===== config.mk =====
export PLATFORM = sky130hd
export DESIGN_NAME = audio_window_level_monitor_core
export DESIGN_NICKNAME = d
export VERILOG_FILES = /design/src/hdl/awlm_pkg.sv /design/src/hdl/awlm_accum.sv /design/src/hdl/awlm_div.sv /design/src/hdl/audio_window_level_monitor_core.sv
export SDC_FILE = /design/constraint.sdc
export NUM_CORES = 2
export LEC_CHECK = 0
export BUFFER_PORTS_ARGS = -buffer_cell sky130_fd_sc_hd__buf_4
export CAP_MARGIN = 20
export CORE_UTILIZATION = 55
export DETAILED_ROUTE_END_ITERATION = 16
export GPL_TIMING_DRIVEN = 1
export PLACE_DENSITY = 0.85
export SYNTH_ARGS = -nofsm -noshare
export SYNTH_HDL_FRONTEND = slang
export SYNTH_HIERARCHICAL = 1
export SYNTH_SLANG_ARGS = --single-unit
export TNS_END_PERCENT = 30

===== constraint.sdc =====
create_clock -name clk_i -period 17.85 [get_ports clk_i]
set_input_delay 2.6775 -clock clk_i [delete_from_list [all_inputs] [get_ports clk_i]]
set_output_delay 2.6775 -clock clk_i [all_outputs]
set_load 0.02 [all_outputs]

===== src/hdl/awlm_pkg.sv =====
`default_nettype none
package awlm_pkg;

  localparam int unsigned DEF_MAX_WINDOW_BLOCKS = 4096;
  localparam int unsigned DEF_MAX_METER_CELLS   = 64;

  localparam int unsigned SAMPLE_W     = 32;
  localparam int unsigned IN_TDATA_W   = 64;
  localparam int unsigned OUT_TDATA_W  = 264;
  localparam int unsigned CFG_IDX_W    = 3;
  localparam int unsigned CFG_DATA_W   = 32;
  localparam int unsigned WB_W         = 13;
  localparam int unsigned SHIFT_W      = 5;
  localparam int unsigned MW_W         = 7;
  localparam int unsigned ZC_W         = 13;
  localparam int unsigned ZS_W         = 14;
  localparam int unsigned VERDICT_W    = 2;

  localparam logic [WB_W-1:0]     RST_WINDOW_BLOCKS     = 13'd256;
  localparam logic [SHIFT_W-1:0]  RST_LEVEL_SHIFT       = 5'd16;
  localparam logic [31:0]         RST_SIGNAL_THRESHOLD  = 32'd64;
  localparam logic [31:0]         RST_SILENCE_THRESHOLD = 32'd4;
  localparam logic [31:0]         RST_METER_FULLSCALE   = 32'd256;
  localparam logic [MW_W-1:0]     RST_METER_WIDTH       = 7'd32;

  localparam logic signed [SAMPLE_W-1:0] SAMPLE_MAX = 32'sh7FFF_FFFF;
  localparam logic signed [SAMPLE_W-1:0] SAMPLE_MIN = 32'sh8000_0000;

  typedef enum logic [CFG_IDX_W-1:0] {
    CFG_WINDOW_BLOCKS     = 3'd0,
    CFG_LEVEL_SHIFT       = 3'd1,
    CFG_SIGNAL_THRESHOLD  = 3'd2,
    CFG_SILENCE_THRESHOLD = 3'd3,
    CFG_METER_FULLSCALE   = 3'd4,
    CFG_METER_WIDTH       = 3'd5
  } cfg_idx_e;

  typedef enum logic [VERDICT_W-1:0] {
    VERDICT_STUCK  = 2'd0,
    VERDICT_SIGNAL = 2'd1,
    VERDICT_SILENT = 2'd2,
    VERDICT_QUIET  = 2'd3
  } verdict_e;

  typedef enum logic [3:0] {
    ST_IDLE,
    ST_SECOND,
    ST_MEAN_GO,
    ST_MEAN_WAIT,
    ST_MAG_GO,
    ST_MAG_WAIT,
    ST_FILL_MUL,
    ST_FILL_GO,
    ST_FILL_WAIT,
    ST_EMIT
  } state_e;

  typedef struct packed {
    logic take;
    logic has_prev;
    logic clear;
  } acc_ctrl_t;

endpackage
`default_nettype wire


===== src/hdl/awlm_accum.sv =====
`default_nettype none
module awlm_accum #(
  parameter int unsigned SUM_W = 46
) (
  input  wire logic                              clk_i,
  input  wire logic                              rst_ni,
  input  wire awlm_pkg::acc_ctrl_t               ctrl_i,
  input  wire logic signed [awlm_pkg::SAMPLE_W-1:0] sample_i,
  output logic signed [awlm_pkg::SAMPLE_W-1:0]   min_o,
  output logic signed [awlm_pkg::SAMPLE_W-1:0]   max_o,
  output logic signed [SUM_W-1:0]                sum_o,
  output logic [SUM_W-1:0]                       mag_sum_o,
  output logic [awlm_pkg::ZC_W-1:0]              crossings_o,
  output logic [awlm_pkg::ZS_W-1:0]              zeros_o
);
  import awlm_pkg::*;

  logic signed [SAMPLE_W-1:0] min_q, min_d, max_q, max_d;
  logic signed [SUM_W-1:0]    sum_q, sum_d;
  logic [SUM_W-1:0]           msum_q, msum_d;
  logic [ZC_W-1:0]            zc_q, zc_d;
  logic [ZS_W-1:0]            zs_q, zs_d;
  logic                       prev_neg_q, prev_neg_d;
  logic                       neg;
  logic [SAMPLE_W:0]          mag;

  always_comb begin
    neg        = sample_i[SAMPLE_W-1];
    mag        = neg ? (33'd0 - {sample_i[SAMPLE_W-1], sample_i}) : {1'b0, sample_i};
    min_d      = min_q;
    max_d      = max_q;
    sum_d      = sum_q;
    msum_d     = msum_q;
    zc_d       = zc_q;
    zs_d       = zs_q;
    prev_neg_d = prev_neg_q;
    if (ctrl_i.clear) begin
      min_d      = SAMPLE_MAX;
      max_d      = SAMPLE_MIN;
      sum_d      = '0;
      msum_d     = '0;
      zc_d       = '0;
      zs_d       = '0;
      prev_neg_d = 1'b0;
    end else if (ctrl_i.take) begin
      if (sample_i < min_q) min_d = sample_i;
      if (sample_i > max_q) max_d = sample_i;
      sum_d  = sum_q + SUM_W'(sample_i);
      msum_d = msum_q + SUM_W'(mag);
      if (sample_i == '0) zs_d = zs_q + 1'b1;
      if (ctrl_i.has_prev && (neg != prev_neg_q)) zc_d = zc_q + 1'b1;
      prev_neg_d = neg;
    end
  end

  always_ff @(posedge clk_i or negedge rst_ni) begin
    if (!rst_ni) begin
      min_q      <= SAMPLE_MAX;
      max_q      <= SAMPLE_MIN;
      sum_q      <= '0;
      msum_q     <= '0;
      zc_q       <= '0;
      zs_q       <= '0;
      prev_neg_q <= 1'b0;
    end else begin
      min_q      <= min_d;
      max_q      <= max_d;
      sum_q      <= sum_d;
      msum_q     <= msum_d;
      zc_q       <= zc_d;
      zs_q       <= zs_d;
      prev_neg_q <= prev_neg_d;
    end
  end

  assign min_o       = min_q;
  assign max_o       = max_q;
  assign sum_o       = sum_q;
  assign mag_sum_o   = msum_q;
  assign crossings_o = zc_q;
  assign zeros_o     = zs_q;

endmodule
`default_nettype wire


===== src/hdl/awlm_div.sv =====
`default_nettype none
module awlm_div #(
  parameter int unsigned DIV_W = 46
) (
  input  wire logic             clk_i,
  input  wire logic             rst_ni,
  input  wire logic             start_i,
  input  wire logic [DIV_W-1:0] dividend_i,
  input  wire logic [31:0]      divisor_i,
  output logic                  done_o,
  output logic [DIV_W-1:0]      quotient_o
);
  localparam int unsigned CNT_W = (DIV_W > 1) ? $clog2(DIV_W) : 1;

  logic             busy_q, busy_d;
  logic             done_q, done_d;
  logic [CNT_W-1:0] cnt_q, cnt_d;
  logic [31:0]      rem_q, rem_d;
  logic [31:0]      dsr_q, dsr_d;
  logic [DIV_W-1:0] quo_q, quo_d;
  logic [32:0]      rem_sh;
  logic             ge;

  // one quotient bit per cycle, restoring
  always_comb begin
    rem_sh = {rem_q, quo_q[DIV_W-1]};
    ge     = rem_sh >= {1'b0, dsr_q};
    busy_d = busy_q;
    done_d = 1'b0;
    cnt_d  = cnt_q;
    rem_d  = rem_q;
    dsr_d  = dsr_q;
    quo_d  = quo_q;
    if (start_i) begin
      busy_d = 1'b1;
      cnt_d  = CNT_W'(DIV_W - 1);
      rem_d  = '0;
      dsr_d  = divisor_i;
      quo_d  = dividend_i;
    end else if (busy_q) begin
      rem_d = ge ? 32'(rem_sh - {1'b0, dsr_q}) : rem_sh[31:0];
      quo_d = {quo_q[DIV_W-2:0], ge};
      cnt_d = cnt_q - 1'b1;
      if (cnt_q == '0) begin
        busy_d = 1'b0;
        done_d = 1'b1;
      end
    end
  end

  always_ff @(posedge clk_i or negedge rst_ni) begin
    if (!rst_ni) begin
      busy_q <= 1'b0;
      done_q <= 1'b0;
      cnt_q  <= '0;
    end else begin
      busy_q <= busy_d;
      done_q <= done_d;
      cnt_q  <= cnt_d;
    end
  end

  always_ff @(posedge clk_i) begin
    rem_q <= rem_d;
    dsr_q <= dsr_d;
    quo_q <= quo_d;
  end

  assign done_o     = done_q;
  assign quotient_o = quo_q;

endmodule
`default_nettype wire


===== src/hdl/audio_window_level_monitor_core.sv =====
// Windowed level monitor for two-sample audio blocks. Each item on the slave stream is
// one block, sample_first in tdata[31:0] and sample_second in tdata[63:32]. A block that
// does not close its window is taken with its first sample into the shared accumulator,
// then its second sample goes through the same accumulator; the next block is not taken
// before that. The block that closes a window also runs three divides on one shared
// restoring divider (mean, mean magnitude, meter fill), which is DIV_W = 46 bits wide at
// the default window limit of 4096 blocks. The finished result sits in an output register,
// so the next window's blocks are taken while it waits. Configuration writes are taken
// every cycle and must come while the block is idle.
`default_nettype none
module audio_window_level_monitor_core #(
  parameter int unsigned MAX_WINDOW_BLOCKS = awlm_pkg::DEF_MAX_WINDOW_BLOCKS,
  parameter int unsigned MAX_METER_CELLS   = awlm_pkg::DEF_MAX_METER_CELLS
) (
  input  wire logic                               clk_i,
  input  wire logic                               rst_ni,
  // sample_first, sample_second
  input  wire logic [awlm_pkg::IN_TDATA_W-1:0]    s_axis_tdata_i,
  input  wire logic                               s_axis_tvalid_i,
  output logic                                    s_axis_tready_o,
  // window_number, window_min, window_max, peak_to_peak, mean_value, mean_magnitude,
  // level, zero_crossings, zero_samples, verdict, meter_fill, zero pad
  output logic [awlm_pkg::OUT_TDATA_W-1:0]        m_axis_tdata_o,
  output logic                                    m_axis_tvalid_o,
  input  wire logic                               m_axis_tready_i,
  input  wire logic                               cfg_valid_i,
  output logic                                    cfg_ready_o,
  input  wire logic [awlm_pkg::CFG_IDX_W-1:0]     cfg_index_i,
  input  wire logic [awlm_pkg::CFG_DATA_W-1:0]    cfg_data_i
);
  import awlm_pkg::*;

  localparam int unsigned BCNT_W  = $clog2(MAX_WINDOW_BLOCKS + 1);
  localparam int unsigned NSAMP_W = BCNT_W + 1;
  localparam int unsigned SUM_W   = 33 + $clog2(2 * MAX_WINDOW_BLOCKS);
  localparam int unsigned CELL_W  = $clog2(MAX_METER_CELLS + 1);
  localparam int unsigned PROD_W  = 32 + CELL_W;
  localparam int unsigned DIV_W   = (SUM_W > PROD_W) ? SUM_W : PROD_W;

  // configuration
  logic [WB_W-1:0]    wb_q;
  logic [SHIFT_W-1:0] shift_q;
  logic [31:0]        sig_th_q, sil_th_q, fullscale_q;
  logic [MW_W-1:0]    mw_q;

  assign cfg_ready_o = 1'b1;

  always_ff @(posedge clk_i or negedge rst_ni) begin
    if (!rst_ni) begin
      wb_q        <= RST_WINDOW_BLOCKS;
      shift_q     <= RST_LEVEL_SHIFT;
      sig_th_q    <= RST_SIGNAL_THRESHOLD;
      sil_th_q    <= RST_SILENCE_THRESHOLD;
      fullscale_q <= RST_METER_FULLSCALE;
      mw_q        <= RST_METER_WIDTH;
    end else if (cfg_valid_i) begin
      case (cfg_index_i)
        CFG_WINDOW_BLOCKS:     wb_q        <= cfg_data_i[WB_W-1:0];
        CFG_LEVEL_SHIFT:       shift_q     <= cfg_data_i[SHIFT_W-1:0];
        CFG_SIGNAL_THRESHOLD:  sig_th_q    <= cfg_data_i;
        CFG_SILENCE_THRESHOLD: sil_th_q    <= cfg_data_i;
        CFG_METER_FULLSCALE:   fullscale_q <= cfg_data_i;
        CFG_METER_WIDTH:       mw_q        <= cfg_data_i[MW_W-1:0];
        default: ;
      endcase
    end
  end

  // sequencer state and datapath registers
  state_e             state_q, state_d;
  logic [BCNT_W-1:0]  bcnt_q, bcnt_d;
  logic [31:0]        win_q, win_d;
  logic [31:0]        second_q;
  logic [31:0]        mean_q, mag_q;
  logic [PROD_W-1:0]  prod_q;
  logic               out_valid_q, out_valid_d;
  logic [OUT_TDATA_W-1:0] out_q;

  acc_ctrl_t          acc_ctrl;
  logic signed [SAMPLE_W-1:0] acc_sample;
  logic signed [SAMPLE_W-1:0] acc_min, acc_max;
  logic signed [SUM_W-1:0]    acc_sum;
  logic [SUM_W-1:0]           acc_msum;
  logic [ZC_W-1:0]            acc_zc;
  logic [ZS_W-1:0]            acc_zs;

  logic               div_start, div_done;
  logic [DIV_W-1:0]   div_dividend, div_quo;
  logic [31:0]        div_divisor;

  logic               accept, load_out, sel_second;
  logic [BCNT_W-1:0]  limit, bcnt_inc;
  logic [NSAMP_W-1:0] nsamp;
  logic               sum_neg;
  logic [SUM_W-1:0]   sum_abs;
  logic [31:0]        level, pp;
  logic [CELL_W-1:0]  cells;
  logic [CELL_W-1:0]  fill;
  verdict_e           verdict;

  assign accept          = s_axis_tvalid_i && s_axis_tready_o;
  assign s_axis_tready_o = (state_q == ST_IDLE);

  always_comb begin
    if (wb_q == '0) begin
      limit = BCNT_W'(1);
    end else if (32'(wb_q) > MAX_WINDOW_BLOCKS) begin
      limit = BCNT_W'(MAX_WINDOW_BLOCKS);
    end else begin
      limit = BCNT_W'(wb_q);
    end
    if (32'(mw_q) > MAX_METER_CELLS) begin
      cells = CELL_W'(MAX_METER_CELLS);
    end else begin
      cells = CELL_W'(mw_q);
    end
  end

  assign bcnt_inc = bcnt_q + 1'b1;
  assign nsamp    = {bcnt_q, 1'b0};
  assign sum_neg  = acc_sum[SUM_W-1];
  assign sum_abs  = sum_neg ? (SUM_W'(0) - acc_sum) : acc_sum;
  assign level    = mag_q >> shift_q;
  assign pp       = 32'({acc_max[SAMPLE_W-1], acc_max} - {acc_min[SAMPLE_W-1], acc_min});

  always_comb begin
    if (pp == '0) begin
      verdict = VERDICT_STUCK;
    end else if (level >= sig_th_q) begin
      verdict = VERDICT_SIGNAL;
    end else if (level < sil_th_q) begin
      verdict = VERDICT_SILENT;
    end else begin
      verdict = VERDICT_QUIET;
    end
    if (fullscale_q == '0) begin
      fill = cells;
    end else if (div_quo > DIV_W'(cells)) begin
      fill = cells;
    end else begin
      fill = CELL_W'(div_quo);
    end
  end

  always_comb begin
    state_d      = state_q;
    bcnt_d       = bcnt_q;
    win_d        = win_q;
    acc_ctrl     = '0;
    sel_second   = 1'b0;
    div_start    = 1'b0;
    div_dividend = DIV_W'(prod_q);
    div_divisor  = fullscale_q;
    load_out     = 1'b0;
    out_valid_d  = out_valid_q && !m_axis_tready_i;
    case (state_q)
      ST_IDLE: begin
        if (accept) begin
          acc_ctrl.take     = 1'b1;
          acc_ctrl.has_prev = (bcnt_q != '0);
          state_d           = ST_SECOND;
        end
      end
      ST_SECOND: begin
        sel_second        = 1'b1;
        acc_ctrl.take     = 1'b1;
        acc_ctrl.has_prev = 1'b1;
        bcnt_d            = bcnt_inc;
        state_d           = (bcnt_inc >= limit) ? ST_MEAN_GO : ST_IDLE;
      end
      ST_MEAN_GO: begin
        div_start    = 1'b1;
        div_dividend = DIV_W'(sum_abs);
        div_divisor  = 32'(nsamp);
        state_d      = ST_MEAN_WAIT;
      end
      ST_MEAN_WAIT: begin
        if (div_done) state_d = ST_MAG_GO;
      end
      ST_MAG_GO: begin
        div_start    = 1'b1;
        div_dividend = DIV_W'(acc_msum);
        div_divisor  = 32'(nsamp);
        state_d      = ST_MAG_WAIT;
      end
      ST_MAG_WAIT: begin
        if (div_done) state_d = ST_FILL_MUL;
      end
      ST_FILL_MUL: begin
        state_d = ST_FILL_GO;
      end
      ST_FILL_GO: begin
        div_start = 1'b1;
        state_d   = ST_FILL_WAIT;
      end
      ST_FILL_WAIT: begin
        if (div_done) state_d = ST_EMIT;
      end
      ST_EMIT: begin
        if (!out_valid_q || m_axis_tready_i) begin
          load_out       = 1'b1;
          out_valid_d    = 1'b1;
          acc_ctrl.clear = 1'b1;
          bcnt_d         = '0;
          win_d          = win_q + 1'b1;
          state_d        = ST_IDLE;
        end
      end
      default: state_d = ST_IDLE;
    endcase
  end

  assign acc_sample = sel_second ? $signed(second_q) : $signed(s_axis_tdata_i[31:0]);

  always_ff @(posedge clk_i or negedge rst_ni) begin
    if (!rst_ni) begin
      state_q     <= ST_IDLE;
      bcnt_q      <= '0;
      win_q       <= '0;
      out_valid_q <= 1'b0;
    end else begin
      state_q     <= state_d;
      bcnt_q      <= bcnt_d;
      win_q       <= win_d;
      out_valid_q <= out_valid_d;
    end
  end

  always_ff @(posedge clk_i) begin
    if (accept) second_q <= s_axis_tdata_i[63:32];
    if (state_q == ST_MEAN_WAIT && div_done) begin
      mean_q <= sum_neg ? (32'd0 - div_quo[31:0]) : div_quo[31:0];
    end
    if (state_q == ST_MAG_WAIT && div_done) mag_q <= div_quo[31:0];
    if (state_q == ST_FILL_MUL) prod_q <= PROD_W'(level) * PROD_W'(cells);
    if (load_out) begin
      out_q <= {4'd0, 7'(fill), verdict, acc_zs, acc_zc, level, mag_q, mean_q, pp,
                acc_max, acc_min, win_q};
    end
  end

  assign m_axis_tdata_o  = out_q;
  assign m_axis_tvalid_o = out_valid_q;

  awlm_accum #(
    .SUM_W (SUM_W)
  ) u_accum (
    .clk_i       (clk_i),
    .rst_ni      (rst_ni),
    .ctrl_i      (acc_ctrl),
    .sample_i    (acc_sample),
    .min_o       (acc_min),
    .max_o       (acc_max),
    .sum_o       (acc_sum),
    .mag_sum_o   (acc_msum),
    .crossings_o (acc_zc),
    .zeros_o     (acc_zs)
  );

  awlm_div #(
    .DIV_W (DIV_W)
  ) u_div (
    .clk_i      (clk_i),
    .rst_ni     (rst_ni),
    .start_i    (div_start),
    .dividend_i (div_dividend),
    .divisor_i  (div_divisor),
    .done_o     (div_done),
    .quotient_o (div_quo)
  );

endmodule
`default_nettype wire


### Word-level counts from Yosys, hierarchy flattened

Cells that the tools add are included.

* flip-flop bits (word level): 868
* input port bits: 104
* output and inout port bits: 267
* word-level logic and storage cells: 172

* $add $sub $neg: 12
* multipliers: 1
* order comparisons: 9
* equality and inequality tests: 20
* shifts and indexed selects: 1
* muxes and demuxes: 59
* reduce and logical (&&, ||, !) cells: 39

Operators by type and width (count)
* $mux 46: 7
* $mux 32: 9
* $logic_not 32->1: 3
* $pmux 46 s2: 1
* $mux 13: 6
* $lt 32x32->1: 2
* $sub 32x32->32: 2
* $mux 14: 4
* $add 46x32->46: 1
* $add 46x33->46: 1
* $gt 46x7->1: 1
* $sub 1x46->46 const A: 1
* $pmux 4 s10: 1
* $mul 32x7->39: 1
* $ge 33x32->1: 1
* $mux 33: 1
* $sub 1x32->33 const A: 1
* $add 32x1->32 const B: 1
* $ge 32x32->1: 1
* $gt 32x32->1: 1
* $shr 32x5->32: 1
* $sub 1x32->32 const A: 1
* $add 13x1->13 const B: 2
* $pmux 13 s2: 1
* other kinds (34): 90

### Logic depth before layout (Yosys ltp)

* depth in word-level cells: 8
* depth in mapped cells: 31
* depth with buffers taken out: 28

### By module

The synthesis kept the hierarchy.

Modules (own cells, without submodules)
* audio_window_level_monitor_core: times used 1, cells each 3099, area an instance 34209.1 µm², seq. area each 16148.0 µm²
* awlm_accum: times used 1, cells each 1634, area an instance 14333.7 µm², seq. area each 4644.5 µm²
* awlm_div: times used 1, cells each 626, area an instance 6563.8 µm², seq. area each 3183.1 µm²

### Least setup slack after synthesis

Ideal clock, no wire load.

* path type: in2reg
* start: input m_axis_tready_i
* end: register u_accum.msum_q[45] (netlist: u_accum/mag_sum_o[45])
* library setup time: 78 ps
* data arrival time: 11800 ps
* required time: 17772 ps
* slack: 5972 ps
* stages: 10
* path buffers: 2
* path through: nand2b_1 -> nor2b_1 -> clkbuf_1 -> clkbuf_1 -> o21ai_0 -> or3_1 -> inv_1 -> nand3_1 -> or3_1 -> a21oi_1

RTL lines
* from (decl): line audio_window_level_monitor_core.sv:25 `input wire logic m_axis_tready_i,`
* to (signal assigned): line awlm_accum.sv:69 `msum_q <= msum_d;`
* to (decl): line awlm_accum.sv:20 `logic [SUM_W-1:0] msum_q, msum_d;`

### Worst setup path in the final report

* start: register shift_q[0]
* end: register prod_q[38] (data pin)

* cells in the longest elaborated chain, start to end: 2

Ends and longest elaborated chain
* from (decl): line audio_window_level_monitor_core.sv:42 `logic [SHIFT_W-1:0] shift_q;`
* from (signal assigned): line audio_window_level_monitor_core.sv:59 `CFG_LEVEL_SHIFT: shift_q <= cfg_data_i[SHIFT_W-1:0];`
* $shr 32x5->32: line audio_window_level_monitor_core.sv:123 `assign level = mag_q >> shift_q;`
* named net level[1]: line audio_window_level_monitor_core.sv:96 `logic [31:0] level, pp;`
* $mul 32x7->39: line audio_window_level_monitor_core.sv:235 `if (state_q == ST_FILL_MUL) prod_q <= PROD_W'(level) * PROD_W'(cells);`
* to (signal assigned): line audio_window_level_monitor_core.sv:235
* to (decl): line audio_window_level_monitor_core.sv:75 `logic [PROD_W-1:0] prod_q;`

The timed path passes the listed nets, and every way through them passes these cells.
A chain may end at the register's enable or synchronous reset.

==> flow_metrics.env <==
export IMPL_synth_compound_area_frac=0.1267
export IMPL_final_cell_mix="531 x nor2_1, 508 x nand2_1, 473 x edfxtp_1"
export IMPL_synthSimpleGateAreaFrac=0.1358
export IMPL_avgSynthCellArea_um2=10.28
export IMPL_synth_xor_area_frac=0.05134
export IMPL_async_flop_share=0.4182
export IMPL_setup_tns_ns=0
export IMPL_first_pass_iters=6
export IMPL_gp_congestion=0.9863
export IMPL_hold_ws_ns=0.4158
export IMPL_die_x_um=318.5
export IMPL_die_area_um2=101500
export IMPL_cp_max_fo=36
export IMPL_tightest_slew_ns=1.103
export IMPL_p_leak_nw=27.72
export IMPL_htreeDepth=3
export IMPL_cp_startpoint="shift_q[0]"
export IMPL_status="finished clean"
export IMPL_synth_area_leaders="edfxtp_1 26%, dfrtp_1 15%, ha_1 8.2%, fa_1 5.6%, nor2_1 3.6%"
export IMPL_muxShareOfSynthArea=0.06775
export IMPL_yosys_register_bits=868
export IMPL_dr_total_vias=43986
export IMPL_cts_tree="built"
export IMPL_multi_input_area_um2=28720
export IMPL_ios=371
export IMPL_placed_cells=6860
export IMPL_syn_inst=5359
export IMPL_grt_pass1_vias=42475
export IMPL_synth_ff_type="edfxtp_1"
export IMPL_cts_sinks=868
export IMPL_p_total_mw=12.10
export IMPL_critical_path_class="reg -> reg"
export IMPL_post_cts_setup_buffer_count=0
export IMPL_yosysTopAreaCell="edfxtp_1"
export IMPL_r2r_start="shift_q[0]"
export IMPL_peakVddDrop_mv=0.1098
export IMPL_grt_pass1_wl_mm=250.6
export IMPL_initial_core_util=0.5575
export IMPL_rows=115
export IMPL_max_freq_ghz=0.1157
export IMPL_drc_errors=0
export IMPL_clkSlewWorstSetupHoldPaths_ns=0.06
export IMPL_synth_warnings=6
export IMPL_grt_overflow_total=0
export IMPL_drive_gt1_frac=0.1549
export IMPL_first_iter_violations=5245
export IMPL_cts_root_buf="clkbuf_16"
export IMPL_synth_edff_count=473
export IMPL_register_area_um2=23980
export IMPL_fillers=7550
export IMPL_seq_area_frac_synth=0.4351
export IMPL_crit_arrival_ns=9.06
export IMPL_synthAdderAreaFrac=0.1375
export IMPL_fin_worst_skew_ns=0.02849
export IMPL_cp_start_kind="register"
export IMPL_setup_viol=0
export IMPL_clkLatencyLatePin_ns=0.68
export IMPL_hold_path_startpoint="mean_q[12]"
export IMPL_cts_made_buffers=92
export IMPL_area_delta_synth_final_pct=13.19
export IMPL_cts_resized_gates=0
export IMPL_detail_route_vias_per_cell=6.249
export IMPL_wire_per_inst_um=23.40
export IMPL_dp_hpwl_mm=123.1
export IMPL_antenna_found_initial=7
export IMPL_synth_top_cell_area_share=0.2577
export IMPL_drv_slew=0
export IMPL_grt_max_degree=111
export IMPL_powerDensity_nw_per_um2=193.9
export IMPL_synth_area_um2=55110
export IMPL_period_share=0.4841
export IMPL_final_common_cell="nor2_1"
export IMPL_fin_cells=7039
export IMPL_grt_util_all_layers=0.3194
export IMPL_hp_class="reg -> reg"
export IMPL_grt_setup_unrepaired="no"
export IMPL_synth_top_family_by_area="adder cells"
export IMPL_num_nets_final=6290
export IMPL_hold_viol_final=0
export IMPL_drt_total_wl_mm=164.7
export IMPL_core_um2=98850
export IMPL_period_minus_slack_ns=8.640
export IMPL_clockBufferDepth=3
export IMPL_die_height_um=318.5
export IMPL_relSlewSlack=0.2638
export IMPL_yosysUniqueCellTypes=110
export IMPL_drv_cap=0
export IMPL_port_buffers=365
export IMPL_hold_buffers=0
export IMPL_end_kind="register"
export IMPL_cp_data_required_time_ns=18.27
export IMPL_antenna_left=0
[report_power, final]
group / switching [mW] / internal, mW
registers: 0.537 / 2.75
logic: 4.14 / 2.68
clock network: 0.860 / 1.13
[cell type report]
cell class,instances,share of cell area
clock inverter,52,0.009288
tap,1287,0.02582
multi-input combinational,3840,0.4605
sequential,868,0.3844
inverter,443,0.02666
antenna,1,0.00004012
clock buffer,121,0.04108
timing repair buffer,427,0.05219
[worst paths after layout]
check,end,slack (ns),depth (start not counted)
max in group asynchronous,u_accum/max_o[11],13.50,3
min in group asynchronous,win_q[6],2.05,1
min reg2reg,m_axis_tdata_o[140],0.42,0
max,prod_q[38],9.21,25
max reg2reg,prod_q[38],9.21,25
min,m_axis_tdata_o[140],0.42,0
[critical path, stage by stage, from the launching register on]
cell and delay (ns):
dfrtp_2 0.96, mux4_2 0.64, mux2_2 0.29, a21oi_1 0.16, nor2_1 0.06, a21oi_1 0.66, inv_1 0.22, nand2_1 0.15
fa_1 0.49, fa_1 0.56, inv_1 0.06, fa_1 0.54, inv_1 0.06, fa_1 0.54, inv_1 0.05, ha_1 0.34
o21ai_0 0.11, o21ai_0 0.12, a211oi_1 0.55, o211ai_1 0.32, a221oi_1 0.59, o211ai_1 0.18, a21oi_1 0.31, o21ai_0 0.16
a21oi_1 0.19, xnor2_1 0.08
[through the flow]
| stage | setup WS [ns] | util | instance area [um2] |
|---|---|---|---|
| 2_1_floorplan | 5.972 | - | 55120 |
| 3_3_place_gp | 9.462 | 0.5983 | 59140 |
| 3_5_place_dp | 9.391 | 0.5984 | 59150 |
| 4_1_cts | 9.304 | 0.6302 | 62300 |
| 5_1_grt | 8.705 | 0.6310 | 62370 |
| 6_report | 9.210 | 0.6310 | 62370 |
[metal layers]
layer	routed length, um	share of wire	global-route usage	vias to the layer above
li1	-	-	-	19606
met1	66630	0.40	0.4381	21448
met2	72780	0.44	0.4833	2437
met3	16990	0.10	0.06843	483
met4	8241	0.050	0.1523	12
met5	82	0.00050	0	-
[logic make-up after synthesis]
group | Yosys count
buf+inv | 654
simple gates | 1597
compound gates | 1073
other cells | 3
flops | 868
mux | 327
xor+xnor | 323
fa+ha+maj | 514
[state kept, by name (all words and copies together), names as in the netlist, 39 cells and up]
register           count
u_div/quotient_o      46
prod_q                39
u_accum/mag_sum_o     46
u_accum/sum_o         46
m_axis_tdata_o       260
[cells in the mapped netlist, types with 34 or more instances]
cell,number
clkbuf_1,169
nand4_1,74
and3_1,50
or3_1,41
nand2b_1,50
xor2_1,125
a211oi_1,46
a22oi_1,40
dfstp_2,38
nor2b_1,47
nor2_1,535
nand3_1,66
o21ai_0,270
dfrtp_1,325
nand2_1,511
edfxtp_1,473
o21a_1,34
xnor2_1,198
o31ai_1,35
fa_1,153
inv_1,439
nor3_1,63
a21oi_1,248
ha_1,361
mux2i_1,139
mux2_2,167
a21o_1,121
Note: power is estimated with default switching activity, not from simulation.
